### src/rtl/core/sct_pkg.sv
// ----------------------------------------------------------------------------
// Shape collision test package
// Shared widths, payload types, command codes and sign-extension helpers
// for the 2-D shape collision test pipeline.
// ----------------------------------------------------------------------------
package sct_pkg;

	// Coordinate width and the widths that grow out of it.
	localparam int COORD_WIDTH = 16;
	localparam int SUM_WIDTH   = COORD_WIDTH + 1;
	localparam int DIFF_WIDTH  = COORD_WIDTH + 2;
	localparam int PROD_WIDTH  = 2 * DIFF_WIDTH;
	localparam int CROSS_WIDTH = PROD_WIDTH + 1;

	// A box's edges are each tested against the segment; NUM_EDGES gives their number.
	localparam int NUM_EDGES = 4;

	typedef logic signed [COORD_WIDTH-1:0] coord_t;
	typedef logic signed [SUM_WIDTH-1:0]   sum_t;
	typedef logic signed [DIFF_WIDTH-1:0]  diff_t;
	typedef logic signed [PROD_WIDTH-1:0]  prod_t;
	typedef logic signed [CROSS_WIDTH-1:0] cross_t;

	// Pair test selected by the command field.
	typedef enum logic [2:0] {
		CMD_PT_PT     = 3'd0,
		CMD_PT_CIRC   = 3'd1,
		CMD_PT_BOX    = 3'd2,
		CMD_SEG_SEG   = 3'd3,
		CMD_SEG_BOX   = 3'd4,
		CMD_CIRC_CIRC = 3'd5,
		CMD_CIRC_BOX  = 3'd6,
		CMD_BOX_BOX   = 3'd7
	} cmd_t;

	// One input word as held in the first pipeline stage.
	typedef struct packed {
		cmd_t   command;
		coord_t a_x;
		coord_t a_y;
		coord_t a_u;
		coord_t a_v;
		coord_t b_x;
		coord_t b_y;
		coord_t b_u;
		coord_t b_v;
	} shapes_t;

	// Single-bit results that need no multiplier, carried down the pipe with the command.
	typedef struct packed {
		cmd_t command;
		logic pt_equal;
		logic a_in_box;
		logic u_in_box;
		logic box_overlap;
		logic radius_ok;
	} flags_t;

	// Operands of one segment-against-segment test. The first segment's
	// direction is shared and travels separately.
	typedef struct packed {
		diff_t ex2;
		diff_t ey2;
		diff_t dx;
		diff_t dy;
	} seg_ops_t;

	// Operands of the squared-distance test.
	typedef struct packed {
		diff_t dx;
		diff_t dy;
		sum_t  r;
	} dist_ops_t;

	// Load enables for the product and sum stages of the arithmetic units.
	typedef struct packed {
		logic en_s3;
		logic en_s4;
	} adv_t;

	function automatic sum_t ext_sum(input coord_t v);
		return {v[COORD_WIDTH-1], v};
	endfunction

	function automatic diff_t ext_diff(input coord_t v);
		return {{(DIFF_WIDTH-COORD_WIDTH){v[COORD_WIDTH-1]}}, v};
	endfunction

	function automatic diff_t sum_to_diff(input sum_t v);
		return {{(DIFF_WIDTH-SUM_WIDTH){v[SUM_WIDTH-1]}}, v};
	endfunction

	function automatic cross_t ext_prod(input prod_t v);
		return {v[PROD_WIDTH-1], v};
	endfunction

endpackage

### src/rtl/core/sct_dist.sv
// ----------------------------------------------------------------------------
// Shape collision test distance unit
// Pipelined squared-distance compare: squares, then their sum, then the
// compare against the squared radius.
// ----------------------------------------------------------------------------
module sct_dist (
	input  logic               clk,
	input  sct_pkg::adv_t      adv,
	input  sct_pkg::dist_ops_t ops,
	output logic               hit
);
	import sct_pkg::*;

	diff_t  dx, dy;
	sum_t   r;
	prod_t  pdx_s3, pdy_s3, prr_s3, prr_s4;
	cross_t sq_s4;

	assign dx = ops.dx;
	assign dy = ops.dy;
	assign r  = ops.r;

	// Squares of both offsets and of the radius.
	always_ff @(posedge clk) begin
		if (adv.en_s3) begin
			pdx_s3 <= dx * dx;
			pdy_s3 <= dy * dy;
			prr_s3 <= r * r;
		end
	end

	// Squared distance.
	always_ff @(posedge clk) begin
		if (adv.en_s4) begin
			sq_s4  <= ext_prod(pdx_s3) + ext_prod(pdy_s3);
			prr_s4 <= prr_s3;
		end
	end

	// Touching counts as a hit.
	assign hit = (sq_s4 <= ext_prod(prr_s4));

endmodule

### config.mk
export PLATFORM = sky130hd
export DESIGN_NAME = sct_dist
export DESIGN_NICKNAME = d
export VERILOG_FILES = /design/src/rtl/core/sct_pkg.sv /design/src/rtl/core/sct_dist.sv
export SDC_FILE = /design/constraint.sdc
export NUM_CORES = 2
export LEC_CHECK = 0
export ABC_AREA = 1
export BUFFER_PORTS_ARGS = -buffer_cell sky130_fd_sc_hd__buf_4
export CAP_MARGIN = 5
export CORE_MARGIN = 2
export CORE_UTILIZATION = 54
export CTS_BUF_LIST = sky130_fd_sc_hd__clkbuf_4
export CTS_CLUSTER_SIZE = 10
export DETAILED_ROUTE_END_ITERATION = 12
export GPL_TIMING_DRIVEN = 0
export MAX_ROUTING_LAYER = met4
export PLACE_DENSITY_LB_ADDON = 0.3
export SLEW_MARGIN = 25
export SYNTH_ARGS = -nofsm -noshare
export SYNTH_HDL_FRONTEND = slang
export SYNTH_SLANG_ARGS = --single-unit
### constraint.sdc
create_clock -name clk -period 10.14 [get_ports clk]
set_input_delay 1.521 -clock clk [delete_from_list [all_inputs] [get_ports clk]]
set_output_delay 1.521 -clock clk [all_outputs]
set_load 0.01 [all_outputs]
==> results.py <==
metrics = {
    "status": {
        "status": "complete, no violations",
    },
    "setup_path": {
        "crit_path_max_fanout": 10,
        "cpMaxStageDelayCell": "fa_1",
        "critical_path.top_delay_family": "adder cells",
        "max_stage_delay_ns": 0.80,
        "end_kind": "register",
        "required_ns": 10.48,
        "critPathArrivalTime_ns": 8.10,
        "crit_chain": "buf_4, clkbuf_1, clkbuf_1, nand2_1, fa_1, inv_1, fa_1, inv_1, fa_1, inv_1, fa_1, inv_1, fa_1, fa_1, inv_1, ha_1, inv_1, nor3_1, nand2_1, nor2_1, a21oi_1, nand2_1, nand2_1",
        "worstSetupStartpointType": "primary input",
        "criticalPathCategory": "primary input to register",
        "critical_path_buf_inv_count": 9,
    },
    "placed_design": {
        "placed_area_um2": 43700,
        "dp.cells": 6061,
        "place_congestion": 0.978,
        "post-dp-hpwl_um": 88200,
        "place_ws_ns": 1.81,
        "io_buffer_count": 36,
    },
    "global_route": {
        "grt_antenna_before_repair": 2,
        "grt_pass1_wl_um": 167000,
        "overflow": 0,
        "grt_max_degree": 104,
        "grt_pass1_vias": 32201,
        "track_usage_pct": 27.0,
    },
    "logic_synthesis": {
        "synth_sequential_area_ratio_pct": 12.3,
        "yosysTopAreaCell": "fa_1",
        "synth-main-ff-cell": "edfxtp_1",
        "syn-cell-area_um2": 42200,
        "ys_warn_count": 0,
        "synth_cells": 4985,
        "synth.top_cell.area_share_pct": 40.4,
        "synth-edff-count": 173,
        "synth.distinct_cells": 46,
        "ys_ff_latch": 173,
        "synth_area_leaders": "fa_1, inv_1, edfxtp_1",
        "synthArstFlopShare_pct": 0,
        "synth_area_per_cell_um2": 8.46,
        "syn_nets": 6269,
    },
    "final_layout": {
        "postLayoutCellArea_um2": 44000,
        "final_cell_mix": "inv_1, nand2_1, fa_1",
        "layout_commonest_cell": "inv_1",
        "drive_gt1_share_pct": 2.71,
        "nets": 6324,
        "fill_cells": 7150,
        "multi_input_area_um2": 30800,
        "syn_to_final_growth_pct": 4.39,
        "register_area_um2": 5190,
        "finalNonFillerCells": 6095,
    },
    "flow_run": {
        "drv_cap": 0,
    },
    "clock_tree": {
        "ctsLongestPathBuffers": 2,
        "cts-resized-gates": 0,
        "cts_setup_buffers": 0,
        "ctsHoldBuffers": 0,
        "path_clk_slew_ns": 0.16,
        "numCtsBuffers": 17,
        "clkSinkCount": 173,
        "root_buffer": "clkbuf_4",
        "clk_latency_ns": 0.58,
        "cts_tree": "built",
        "cts_max_level": 4,
    },
    "die": {
        "die-width_um": 283,
        "pin_count": 57,
        "initial_core_util_pct": 54.5,
        "die_area_um2": 80300,
        "core_area_um2": 77300,
        "fp.dieH_um": 283,
        "rows": 102,
    },
    "sta": {
        "layout_min_cycle_time_ns": 7.76,
        "fin_tns_setup_ns": 0,
        "setup_ws_ns": 2.38,
        "hold_viol": 0,
        "tightestPinTransition_ns": 0.981,
        "fin_worst_skew_ns": 0.0316,
        "fmaxAchievable_mhz": 129,
        "relSlewSlack_pct": 34.6,
        "finalMaxSlewViolations": 0,
        "setup_viol": 0,
        "grt_setup_unrepaired": "false",
        "finalCritPeriodShare_pct": 76.5,
    },
    "drt": {
        "drt_wl_total_um": 101000,
        "route.vias.total": 30653,
        "vias_per_cell": 5.03,
        "dr.first_iter.drc_count": 2108,
        "first_pass_iters": 6,
        "drc": 0,
        "post_drt_wl_per_cell_um": 16.5,
        "drtAntennaViolNets": 0,
    },
    "worst_hold_path": {
        "hold_path_class": "register to register",
    },
}
==> area by class of cell <==
| cell class | instances | area share [%] |
|---|---|---|
| multi-input combinational | 3158 | 69.9 |
| clock inverter | 15 | 0.327 |
| inverter | 1544 | 13.2 |
| tap | 1040 | 2.96 |
| buffer | 110 | 0.941 |
| antenna | 2 | 0.0114 |
| sequential | 173 | 11.8 |
| timing repair buffer | 36 | 0.623 |
| clock buffer | 17 | 0.290 |
==> state kept, by name (all words and copies together) (netlist names) <==
name    cells
sq_s4      37
pdx_s3     35
pdy_s3     35
prr_s3     33
prr_s4     33
==> worst paths after layout <==
| kind | from | to | slack [ns] | depth (start not counted) |
|---|---|---|---|---|
| max reg2reg | pdy_s3[18] | sq_s4[33] | 7.78 | 9 |
| max | ops[39] | pdx_s3[35] | 2.38 | 23 |
| min | prr_s3[26] | prr_s4[26] | 0.43 | 0 |
| min reg2reg | prr_s3[26] | prr_s4[26] | 0.43 | 0 |
==> worst register-to-register path, cell delays in order, from the launching register on <==
cell,delay [ns]
edfxtp_1,0.46
ha_1,0.42
a21oi_1,0.26
nor2_1,0.07
nor2_1,0.25
o21ai_0,0.19
a21oi_1,0.29
nand2_1,0.09
nand2_1,0.07
nand2_1,0.05
==> cells in the mapped netlist (17+ instances only) <==
| cell | count |
|---|---|
| edfxtp_1 | 173 |
| nand2_2 | 23 |
| nand2_1 | 1016 |
| a21o_1 | 18 |
| clkbuf_1 | 92 |
| xor2_1 | 96 |
| fa_1 | 851 |
| inv_1 | 1540 |
| nor2_1 | 236 |
| nand3_1 | 112 |
| a21oi_1 | 156 |
| xnor2_1 | 33 |
| nor3_1 | 22 |
| nand4_1 | 31 |
| ha_1 | 377 |
| o21bai_1 | 29 |
| o21ai_0 | 58 |
| buf_1 | 17 |
==> routing by layer <==
metal,vias to the layer above,global-route usage (%),part of all wire [%]
met2,835,43.9,48
li1,14614,-,-
met5,-,-,0
met3,132,2.44,5.8
met4,0,5.37,2.1
met1,15072,37.4,45
==> cells by family (layout without fill, tap and decap cells) <==
group	Yosys count	after routing	synth area share, %
AOI/OAI and AO/OA	300	300	4.06
xor gates and xnor gates	129	129	2.68
adders and majority gates	1228	1228	51.6
buffers and inverters	1654	1722	14.7
DFF	173	173	12.3
other	0	2	0
and+or+nand+nor	1501	1501	14.6
==> through the flow <==
stage | hold WS (ns) | util [%]
after global routing | 0.439 | 56.9
after floorplan | 0.400 | -
after CTS | 0.430 | 56.9
after global placement | 0.401 | 56.5
after detailed placement | 0.405 | 56.6
final | 0.434 | 56.9
Power is not shown: default switching activity piles up to over one toggle a cycle in this logic, so the estimate is an artifact.
