## src/rtl/core/sct_pkg.sv

```systemverilog
// ----------------------------------------------------------------------------
// Shape collision test package
// Shared widths, payload types, command codes and sign-extension helpers
// for the 2-D shape collision test pipeline.
// ----------------------------------------------------------------------------
package sct_pkg;

	// Coordinate width and the widths that grow out of it.
	localparam int COORD_WIDTH = 16;
	localparam int SUM_WIDTH   = COORD_WIDTH + 1;
	localparam int DIFF_WIDTH  = COORD_WIDTH + 2;
	localparam int PROD_WIDTH  = 2 * DIFF_WIDTH;
	localparam int CROSS_WIDTH = PROD_WIDTH + 1;

	// A box's edges are each tested against the segment; NUM_EDGES gives their number.
	localparam int NUM_EDGES = 4;

	typedef logic signed [COORD_WIDTH-1:0] coord_t;
	typedef logic signed [SUM_WIDTH-1:0]   sum_t;
	typedef logic signed [DIFF_WIDTH-1:0]  diff_t;
	typedef logic signed [PROD_WIDTH-1:0]  prod_t;
	typedef logic signed [CROSS_WIDTH-1:0] cross_t;

	// Pair test selected by the command field.
	typedef enum logic [2:0] {
		CMD_PT_PT     = 3'd0,
		CMD_PT_CIRC   = 3'd1,
		CMD_PT_BOX    = 3'd2,
		CMD_SEG_SEG   = 3'd3,
		CMD_SEG_BOX   = 3'd4,
		CMD_CIRC_CIRC = 3'd5,
		CMD_CIRC_BOX  = 3'd6,
		CMD_BOX_BOX   = 3'd7
	} cmd_t;

	// One input word as held in the first pipeline stage.
	typedef struct packed {
		cmd_t   command;
		coord_t a_x;
		coord_t a_y;
		coord_t a_u;
		coord_t a_v;
		coord_t b_x;
		coord_t b_y;
		coord_t b_u;
		coord_t b_v;
	} shapes_t;

	// Single-bit results that need no multiplier, carried down the pipe with the command.
	typedef struct packed {
		cmd_t command;
		logic pt_equal;
		logic a_in_box;
		logic u_in_box;
		logic box_overlap;
		logic radius_ok;
	} flags_t;

	// Operands of one segment-against-segment test. The first segment's
	// direction is shared and travels separately.
	typedef struct packed {
		diff_t ex2;
		diff_t ey2;
		diff_t dx;
		diff_t dy;
	} seg_ops_t;

	// Operands of the squared-distance test.
	typedef struct packed {
		diff_t dx;
		diff_t dy;
		sum_t  r;
	} dist_ops_t;

	// Load enables for the product and sum stages of the arithmetic units.
	typedef struct packed {
		logic en_s3;
		logic en_s4;
	} adv_t;

	function automatic sum_t ext_sum(input coord_t v);
		return {v[COORD_WIDTH-1], v};
	endfunction

	function automatic diff_t ext_diff(input coord_t v);
		return {{(DIFF_WIDTH-COORD_WIDTH){v[COORD_WIDTH-1]}}, v};
	endfunction

	function automatic diff_t sum_to_diff(input sum_t v);
		return {{(DIFF_WIDTH-SUM_WIDTH){v[SUM_WIDTH-1]}}, v};
	endfunction

	function automatic cross_t ext_prod(input prod_t v);
		return {v[PROD_WIDTH-1], v};
	endfunction

endpackage

```

## src/rtl/core/sct_prep.sv

```systemverilog
// ----------------------------------------------------------------------------
// Shape collision test operand preparation
// Forms box edges, differences and clamped offsets from one shape pair and
// evaluates the compare-only tests.
// ----------------------------------------------------------------------------
module sct_prep (
	input  sct_pkg::shapes_t   shapes,
	output sct_pkg::flags_t    flags,
	output sct_pkg::diff_t     ex1,
	output sct_pkg::diff_t     ey1,
	output sct_pkg::seg_ops_t  seg_ops [sct_pkg::NUM_EDGES],
	output sct_pkg::dist_ops_t dist_ops
);
	import sct_pkg::*;

	sum_t  ax_s, ay_s, au_s, av_s, bx_s, by_s, bu_s, bv_s;
	sum_t  rx_s, ry_s, axu_s, ayv_s;
	diff_t ax_d, ay_d, au_d, av_d, bx_d, by_d, bu_d, bv_d, rx_d, ry_d;
	diff_t dxb, dyb, dxr, dyr, cdx, cdy;
	logic  is_seg_seg;

	// Sign-extended coordinates and the far box corner.
	always_comb begin
		ax_s  = ext_sum(shapes.a_x);
		ay_s  = ext_sum(shapes.a_y);
		au_s  = ext_sum(shapes.a_u);
		av_s  = ext_sum(shapes.a_v);
		bx_s  = ext_sum(shapes.b_x);
		by_s  = ext_sum(shapes.b_y);
		bu_s  = ext_sum(shapes.b_u);
		bv_s  = ext_sum(shapes.b_v);
		rx_s  = bx_s + bu_s;
		ry_s  = by_s + bv_s;
		axu_s = ax_s + au_s;
		ayv_s = ay_s + av_s;
	end

	always_comb begin
		ax_d = ext_diff(shapes.a_x);
		ay_d = ext_diff(shapes.a_y);
		au_d = ext_diff(shapes.a_u);
		av_d = ext_diff(shapes.a_v);
		bx_d = ext_diff(shapes.b_x);
		by_d = ext_diff(shapes.b_y);
		bu_d = ext_diff(shapes.b_u);
		bv_d = ext_diff(shapes.b_v);
		rx_d = sum_to_diff(rx_s);
		ry_d = sum_to_diff(ry_s);
		dxb  = ax_d - bx_d;
		dyb  = ay_d - by_d;
		dxr  = ax_d - rx_d;
		dyr  = ay_d - ry_d;
	end

	// Offset from the circle centre to the nearest point of the box.
	always_comb begin
		if (ax_s < bx_s) begin
			cdx = dxb;
		end else if (ax_s > rx_s) begin
			cdx = dxr;
		end else begin
			cdx = '0;
		end
		if (ay_s < by_s) begin
			cdy = dyb;
		end else if (ay_s > ry_s) begin
			cdy = dyr;
		end else begin
			cdy = '0;
		end
	end

	// Distance operands for the three circle tests.
	always_comb begin
		case (shapes.command)
			CMD_CIRC_CIRC: begin
				dist_ops.dx = dxb;
				dist_ops.dy = dyb;
				dist_ops.r  = au_s + bu_s;
			end
			CMD_CIRC_BOX: begin
				dist_ops.dx = cdx;
				dist_ops.dy = cdy;
				dist_ops.r  = au_s;
			end
			default: begin
				dist_ops.dx = dxb;
				dist_ops.dy = dyb;
				dist_ops.r  = bu_s;
			end
		endcase
	end

	// Segment operands. The first unit serves the plain segment pair test
	// or the left box edge; the others take the right, bottom and top edges.
	assign is_seg_seg = (shapes.command == CMD_SEG_SEG);
	assign ex1        = au_d - ax_d;
	assign ey1        = av_d - ay_d;

	always_comb begin
		seg_ops[0].ex2 = is_seg_seg ? (bu_d - bx_d) : '0;
		seg_ops[0].ey2 = is_seg_seg ? (bv_d - by_d) : bv_d;
		seg_ops[0].dx  = dxb;
		seg_ops[0].dy  = dyb;
		seg_ops[1].ex2 = '0;
		seg_ops[1].ey2 = bv_d;
		seg_ops[1].dx  = dxr;
		seg_ops[1].dy  = dyb;
		seg_ops[2].ex2 = bu_d;
		seg_ops[2].ey2 = '0;
		seg_ops[2].dx  = dxb;
		seg_ops[2].dy  = dyb;
		seg_ops[3].ex2 = bu_d;
		seg_ops[3].ey2 = '0;
		seg_ops[3].dx  = dxb;
		seg_ops[3].dy  = dyr;
	end

	// Compare-only tests.
	always_comb begin
		flags.command     = shapes.command;
		flags.pt_equal    = (shapes.a_x == shapes.b_x) && (shapes.a_y == shapes.b_y);
		flags.a_in_box    = (ax_s >= bx_s) && (ax_s <= rx_s) &&
		                    (ay_s >= by_s) && (ay_s <= ry_s);
		flags.u_in_box    = (au_s >= bx_s) && (au_s <= rx_s) &&
		                    (av_s >= by_s) && (av_s <= ry_s);
		flags.box_overlap = (axu_s >= bx_s) && (ax_s <= rx_s) &&
		                    (ayv_s >= by_s) && (ay_s <= ry_s);
		flags.radius_ok   = !dist_ops.r[SUM_WIDTH-1];
	end

endmodule

```

## config.mk

```make
export PLATFORM = sky130hd
export DESIGN_NAME = sct_prep
export DESIGN_NICKNAME = d
export VERILOG_FILES = /design/src/rtl/core/sct_pkg.sv /design/src/rtl/core/sct_prep.sv
export SDC_FILE = /design/constraint.sdc
export NUM_CORES = 1
export LEC_CHECK = 0
export ABC_AREA = 0
export BUFFER_PORTS_ARGS = -buffer_cell sky130_fd_sc_hd__clkbuf_2
export CAP_MARGIN = 10
export CORE_MARGIN = 1
export CORE_UTILIZATION = 24
export DETAILED_ROUTE_END_ITERATION = 7
export SLEW_MARGIN = 10
export SYNTH_ARGS = -nofsm -noshare
export SYNTH_HDL_FRONTEND = slang
export SYNTH_SLANG_ARGS = --single-unit
export TNS_END_PERCENT = 10
```

## constraint.sdc

```tcl
create_clock -name vclk -period 7.3
set_input_delay 1.46 -clock vclk [all_inputs]
set_output_delay 1.46 -clock vclk [all_outputs]
set_load 0.03 [all_outputs]
```

==> metrics.txt <==
global route total overflow=0; syn avg cell area=7.05 µm²; cell taking the most area after synthesis=ha_1; num sequential=0; first-pass GRT wire length=86300 µm; number of global-route vias before repair=about 15k; min Tclk post-route=7.28 ns; Hold Path Class=in2out; Cell Area, Placed=17600 µm²; top cells by area, synth=ha_1 (25%), buf_4 (9.8%), xnor2_1 (7.1%); ANT nets after route=0; Die ar.=61400 µm²; vias=16.2k; fin crit share=99.8%; Crit path required time=5.84 ns; sequential power share=0%; non-filler cells, final=approximately 3.3k; most common cell after layout, fill and taps aside=clkbuf_2; Synth Instances=2057; synth warn=0; CP Launch Type=primary input; adder and majority gate portion of the synthesized area=a little over a quarter; Die Span X=248 µm; most frequent cells in the layout=clkbuf_2 (438), ha_1 (286), inv_1 (195); endpoints failing hold=0; GRT Overall Usage=18.3%; Layout area overhead=24.5%; Reg area=0 µm²; I/O pin total=516; vias per cell=between 4 and 5; DP Wirelength=53100 µm; Synth Area in XOR/XNOR=9.38%; Slew Viols, Final=0; status=finished, final reports clean; Comb power frac=100.0%; Iteration-0 DRC Markers=around 870; initial antenna violation count=3; core area=between 50000 and 60000 µm²; simple-gate share of the synthesized area=19.0%; DRC violations left=0; RSZ-0062 raised after global routing=yes; Syn Std Cell Area=14500 µm²; clock share of power=0%; Die Ht=roughly 250 µm; routed wire length=60200 µm; area occupied by multi-input gates=12700 µm²; Peak Freq=137 MHz; CTS Hold Bufs=0; multiplexer share of the synthesized area=0.293%; Hold Startpoint=shapes[129]; Psw=0.00204 W; P_int=0.00106 W; post-synthesis compound-gate area fraction=27.9%; Synth top area share=around 25%; register area share after synthesis=0%; largest family of logic cells by synthesized area=compound AO/OA/AOI/OAI gates; final-report setup violation count=0; cell count of the worst hold path=2; # rows=89; relative slew slack=32.6%; nets@finish=approximately 2.9k; Synth cell types=94; I/O Buffers=between 400 and 500; Worst VDD drop=121 µV; placer congestion estimate=around 0.93; setup ws final=0.0151 ns; worst slack at placement=-0.220 ns; sw frac=65.8%; Hold EP=flags[6]; CP max FO=6; largest net degree at the start of global routing=36; First-pass DRT Iterations=6; Pleak=9.21 nW; drt wl/cell=between 15 and 20 µm; layout cells sized above 1=28.8%; PD cells=171 nW/µm²; initial core utilization=between 20 and 25%; WS Path Type=in2out; Critical Path End Type=output pin; Placed Instances=roughly 3.3k; overall power=0.00309 W; Critical Path AT=5.82 ns; clk_buf instances=0; max_cap viols=0; worst-margin pin slew=1.01 ns; final instance area=18100 µm²; Fill cells=6600
==> kinds of logic after synthesis <==
kind of cell,Yosys count
adders and majority gates,310
and+or+nand+nor,559
AOI/OAI and AO/OA,599
other,1
xor gates and xnor gates,153
muxes,4
buffers and inverters,431
==> critical path, stage by stage <==
cell and delay (ns):
clkbuf_2 0.11, inv_1 0.07, ha_1 0.33, buf_4 0.17, nand2b_1 0.10, o211ai_4 0.11
a21oi_2 0.11, or2_4 0.25, a21oi_2 0.14, o21bai_1 0.07, a21oi_1 0.15, o21bai_1 0.09
a21oi_1 0.19, xnor2_1 0.12, ha_1 0.32, nand3_1 0.08, or4_4 0.48, or4_4 0.43
o31ai_2 0.23, a211o_2 0.24, buf_12 0.14, a31oi_2 0.05, a21o_1 0.21, buf_2 0.17
==> stage by stage <==
stage	setup TNS, ns	hold slack (ns)	utilization (%)
3_3_place_gp	-0.567	3.22	29.6
5_1_grt	-2.18	3.24	30.4
3_5_place_dp	-1.37	3.23	29.6
2_1_floorplan	-0.139	3.05	-
4_1_cts	-0.278	3.23	29.8
6_report	0	3.22	30.4
==> cells in the mapped netlist, types with 9 or more instances <==
master / instances
xnor2_1: 118
o311ai_0: 11
nand2b_1: 36
a2111oi_0: 11
nor2_1: 143
nand3b_1: 9
ha_1: 290
fa_1: 13
inv_1: 197
o21ai_0: 138
o21a_1: 31
o31ai_1: 21
nand2_1: 145
clkbuf_1: 33
and3_1: 26
or3_1: 12
or2_2: 16
o211ai_1: 11
nand4_1: 27
a21boi_0: 14
a22oi_1: 16
xor2_1: 33
a211oi_1: 15
nor3_1: 46
a21oi_1: 137
o21bai_1: 32
a31oi_1: 24
a21o_1: 40
buf_4: 189
nand3_1: 26
nor2b_1: 33
==> per-layer routing <==
metal / up-vias / routed length (µm) / GRT usage (%)
li1: 8015 / - / -
met1: 7484 / 25500 / 22.3
met2: 626 / 28800 / 33.2
met3: 97 / 3680 / 2.30
met4: 4 / 2180 / 5.41
met5: - / 27 / 0
==> layout make-up <==
cell class,instances,area share (%)
antenna,1,0.0139
inverter,200,4.16
multi-input combinational,1679,70.3
tap,773,5.36
timing repair buffer,626,20.2
==> repair_timing <==
action	CTS	global route
gates resized for setup	25	102
setup buffers	1	7
setup endpoints to repair	17	46
pin swaps	4	28
==> power groups by stage <==
stage	clock network, W	registers (W)	logic (W)
6_report	0.0000000000183	0	0.00309
5_1_grt	0	0	0.00334
4_1_cts	0	0	0.00302
3_5_place_dp	0	0	0.00299
3_3_place_gp	0	0	0.00299
2_1_floorplan	0	0	0.00212
==> worst max-delay path by stage <==
stage,start,end,slack (ns),cells after the start
after global routing,shapes[16],flags[3],-0.19,23
final,shapes[50],dist_ops[52],0.02,24
after CTS,shapes[52],flags[1],-0.1,23
after floorplan,shapes[0],dist_ops[30],-0.07,18
after detailed placement,shapes[16],flags[1],-0.22,23
after global placement,shapes[16],flags[1],-0.16,23
No activity file was read; power rests on OpenSTA's default activity.
